==> src/hdl/fdbm_pkg.sv <==
// fdbm_pkg: shared constants, register codes and color type of the fragment merger
// no dependencies; imported by fdbm_blend and fragment_depth_blend_merge
`default_nettype none

package fdbm_pkg;

  // storage geometry
  localparam int unsigned MAX_WIDTH  = 512;
  localparam int unsigned MAX_HEIGHT = 512;
  localparam int unsigned DEPTH_BITS = 24;
  localparam int unsigned STORE_SIZE = MAX_WIDTH * MAX_HEIGHT;
  localparam int unsigned ADDR_W     = $clog2(STORE_SIZE);

  // field widths
  localparam int unsigned COORD_W    = 10;
  localparam int unsigned FRAG_Z_W   = 24;
  localparam int unsigned CHAN_W     = 8;
  localparam int unsigned COLOR_W    = 4 * CHAN_W;
  localparam int unsigned CFG_IDX_W  = 3;
  localparam int unsigned CFG_DATA_W = 10;

  // depth value of a cleared entry (far plane)
  localparam logic [DEPTH_BITS-1:0] DEPTH_FAR = {DEPTH_BITS{1'b1}};

  // configuration register indexes
  localparam logic [CFG_IDX_W-1:0] CFG_DEPTH_TEST_EN = 3'd0;
  localparam logic [CFG_IDX_W-1:0] CFG_DEPTH_FUNC    = 3'd1;
  localparam logic [CFG_IDX_W-1:0] CFG_BLEND_EN      = 3'd2;
  localparam logic [CFG_IDX_W-1:0] CFG_FRAME_WIDTH   = 3'd3;
  localparam logic [CFG_IDX_W-1:0] CFG_FRAME_HEIGHT  = 3'd4;

  // depth compare functions, other codes never pass
  localparam logic [1:0] DFUNC_LESS    = 2'd0;
  localparam logic [1:0] DFUNC_GREATER = 2'd1;

  // color store entry, red in the high byte
  typedef struct packed {
    logic [CHAN_W-1:0] red;
    logic [CHAN_W-1:0] green;
    logic [CHAN_W-1:0] blue;
    logic [CHAN_W-1:0] alpha;
  } rgba_t;

endpackage

`default_nettype wire

==> src/hdl/fdbm_blend.sv <==
// fdbm_blend: source-over blend of three color channels by source alpha
// depends on fdbm_pkg for the rgba_t type and channel width
`default_nettype none

module fdbm_blend import fdbm_pkg::*; (
  input  wire logic  [CHAN_W-1:0] src_red,
  input  wire logic  [CHAN_W-1:0] src_green,
  input  wire logic  [CHAN_W-1:0] src_blue,
  input  wire logic  [CHAN_W-1:0] src_alpha,
  input  wire rgba_t              dst,
  output rgba_t                   mixed
);

  // (s*a + d*(255-a)) / 255, the divide done as (v + (v >> 8) + 1) >> 8
  function automatic logic [CHAN_W-1:0] mix(input logic [CHAN_W-1:0] s,
                                            input logic [CHAN_W-1:0] d,
                                            input logic [CHAN_W-1:0] a);
    logic [CHAN_W-1:0]   na;
    logic [2*CHAN_W-1:0] v;
    logic [2*CHAN_W:0]   q;
    // 255 - a, kept at channel width
    na = ~a;
    v  = s * a + d * na;
    q  = {1'b0, v} + {{(CHAN_W+1){1'b0}}, v[2*CHAN_W-1:CHAN_W]} + 1'b1;
    return q[2*CHAN_W-1:CHAN_W];
  endfunction

  // per channel mix, stored alpha becomes opaque
  always_comb begin
    mixed.red   = mix(src_red,   dst.red,   src_alpha);
    mixed.green = mix(src_green, dst.green, src_alpha);
    mixed.blue  = mix(src_blue,  dst.blue,  src_alpha);
    mixed.alpha = {CHAN_W{1'b1}};
  end

endmodule

`default_nettype wire

==> config.mk <==
export PLATFORM = sky130hd
export DESIGN_NAME = fdbm_blend
export DESIGN_NICKNAME = d
export VERILOG_FILES = /design/src/hdl/fdbm_pkg.sv /design/src/hdl/fdbm_blend.sv
export SDC_FILE = /design/constraint.sdc
export NUM_CORES = 1
export LEC_CHECK = 0
export BUFFER_PORTS_ARGS = -buffer_cell sky130_fd_sc_hd__buf_2
export CAP_MARGIN = 40
export CORE_MARGIN = 5
export CORE_UTILIZATION = 55
export DETAILED_ROUTE_END_ITERATION = 8
export PLACE_DENSITY = 0.77
export SLEW_MARGIN = 5
export SYNTH_ARGS = -nofsm -noshare
export SYNTH_HDL_FRONTEND = slang
export SYNTH_SLANG_ARGS = --single-unit
==> constraint.sdc <==
create_clock -name vclk -period 8.1
set_clock_uncertainty 0.2 [all_clocks]
set_input_delay 0.405 -clock vclk [all_inputs]
set_output_delay 0.405 -clock vclk [all_outputs]
set_load 0.02 [all_outputs]
# Word level (Yosys, flattened, before mapping)
# Cells that the tools add are included.
# totals
reg_bits	0
out_inout_bits	32
elab_cells	16
# op_classes
addsub	9
n_mul	6
n_bitwise	1
# ops
op	count
$mul A8 B8 Y16	6
$add A16 B1 Y16 const B	3
$add A16 B16 Y16	3
$add A16 B8 Y16	3
$not A8 Y8	1

# Logic depth before layout (Yosys ltp)
# logic_depth
word_depth	5
depth_mapped	30
mapped_depth_nobuf	28

# Worst setup path after synthesis
# OpenSTA, ideal clock, no wires.
# synth_timing
path_kind	input to output
from	input src_alpha[1]
to	output mixed[15] (netlist bit)
t_arrival_ns	7.192
required_ns	7.495
slack_ns	0.303
cell_stages	28
path_buffers	2
path_cell_list	clkbuf_1 clkbuf_1 nand2_1 fa_1 fa_1 inv_1 fa_1 fa_1 fa_1 inv_1 fa_1 inv_1 ha_1 or2_2 a21o_1 o211ai_1 o21ai_0 a21o_1 a21oi_1 xnor2_1 ha_1 or2_2 nand2_1 nor3b_1 and3_1 nand2_1 a211oi_1 xor2_1
# synth_rtl
element	line_no	text
start: declaration	fdbm_blend.sv:9	input wire logic [CHAN_W-1:0] src_alpha,
end: declaration	fdbm_blend.sv:11	output rgba_t mixed

==> impl_metrics.ini <==
[logic_synthesis]
yosys_warnings = 0
syn_area_um2 = 14600
yosysSeqAreaShare_pct = 0
synth_area_per_cell_um2 = 8.65
yosysTopAreaCell = fa_1
synth.most_common_cell = inv_1
synth_area_leaders = fa_1 (39%), ha_1 (17%), inv_1 (11%), nor2b_1 (5.4%), and2_1 (5.1%)
synth_cell_types = 63
yosysTopAreaCellShare_pct = 39.5
synth_cells = 1688
yosys-top-cells-count = inv_1 (432), fa_1 (288), ha_1 (204)

[global_route]
grt_max_degree = 37
grt_pass1_vias = 12100
grt_usage_pct = 21.3
antenna_found_initial = 0
overflow = 0
grt_pass1_wl_um = 55300

[layout]
final_cell_area_um2 = 15800
syn_to_final_growth_pct = 8.52
postLayoutCoreUtil_pct = 60.6
final_cells = 2109
n_clock_buffer = 0
nFlopsAndLatches = 0
seq_area_um2 = 0
multiInputGateArea_um2 = 12900
nFillCells = 2238
n_antenna_cell = 0
drive_gt1_share_pct = 9.70
nNetsFinal = 2332

[critical_path]
critPathTopFamily = adder cells
worstPathMaxFanout = 22
cp.arrival_ns = 7.22
critPathRequiredTime_ns = 7.50
endpoint_kind = output port
slowest_stage = fa_1
critPathMostFrequentCell = fa_1
cp_num_buf_inv = 7
slowest_delay_ns = 0.51
worstSetupPathType = primary input to output port
cp-start-kind = primary input

[detailed_routing]
vias = 11200
drt-total-wl_um = 31500
vias_per_cell = 5.30
postRouteAntennaNets = 0
drt_first_pass_iters = 5
drcViolationCount = 0
drt_iter0_markers = 399
wl_per_cell_um = 14.9

[floorplan]
start_util_pct = 55.9
die_w_um = 173
coreArea_um2 = 26100
rows = 59
ios = 96
die_area_um2 = 29900
die_h_um = 173

[job]
cap_violations = 0

[placed_design]
dp.cells = 2107
io_buffers = 80
placed_area_um2 = 15600
gp_congestion = 0.873
hpwl_um = 26900

[clocking]
cts-hold-fix-buffers = 0

[worst_hold_path]
worstHoldPathType = primary input to output port

[sta]
post-route-period-util_pct = 96.6
slew_viol_final = 0
hold_violations = 0
finalCriticalPeriod_ns = 7.82
setup_viol = 0
fmax_ghz = 0.128

[run_status]
status = finished clean
stage by stage:
stage                     setup TNS (ns)  hold WS, ns  setup WS [ns]
final                                  0         1.63          0.278
after global routing             -0.0548         1.71        -0.0289
after CTS                              0         1.65         0.0309
after detailed placement               0         1.65         0.0441
after global placement                 0         1.61          0.204
after floorplan                        0         1.27          0.303
worst paths after layout:
path	cells past startpoint	end	start	slack, ns
setup / recovery	27	mixed[23]	src_alpha[7]	0.28
hold / removal	7	mixed[23]	src_green[7]	1.63
kinds of logic (layout without fill, tap and decap cells):
family	count (synthesis)	after routing	synth area share, %
buf+inv	486	563	12.7
compound gates	128	128	6.01
xor+xnor	70	70	4.20
mux	9	9	0.660
other cells	2	11	0.0514
fa+ha+maj	494	494	57.1
simple gates	499	499	19.3
timing repair:
action                     4_1_cts  5_1_grt
resized for setup                0       51
setup endpoints to repair        0       24
buffers inserted                 0        1
placed cells by master (no fill, tap or decap), types with 15 or more instances in the layout:
| cell | n |
|---|---|
| nor2b_1 | 125 |
| nand2_1 | 106 |
| and2_1 | 119 |
| ha_1 | 201 |
| inv_1 | 432 |
| nand2b_1 | 77 |
| buf_2 | 68 |
| o21ai_0 | 15 |
| buf_4 | 49 |
| xor2_1 | 26 |
| xnor2_1 | 40 |
| nor2_1 | 26 |
| a21oi_1 | 37 |
| fa_1 | 287 |
cell type report:
class	count	share of cell area, %
inverters	432	10.2
multi-input cells	1211	81.4
well taps	335	2.64
repair buffers	131	5.68
routing by layer:
metal  vias to the layer above  track usage, %  share of wire, %
met1                      5687            27.9                42
met4                         0            3.53               1.7
li1                       5215               -                 -
met2                       236            39.5                52
met3                        49            1.40               4.2
met5                         -               0                 0
Power is not shown: default switching activity piles up to over one toggle a cycle in this logic, so the estimate is an artifact.
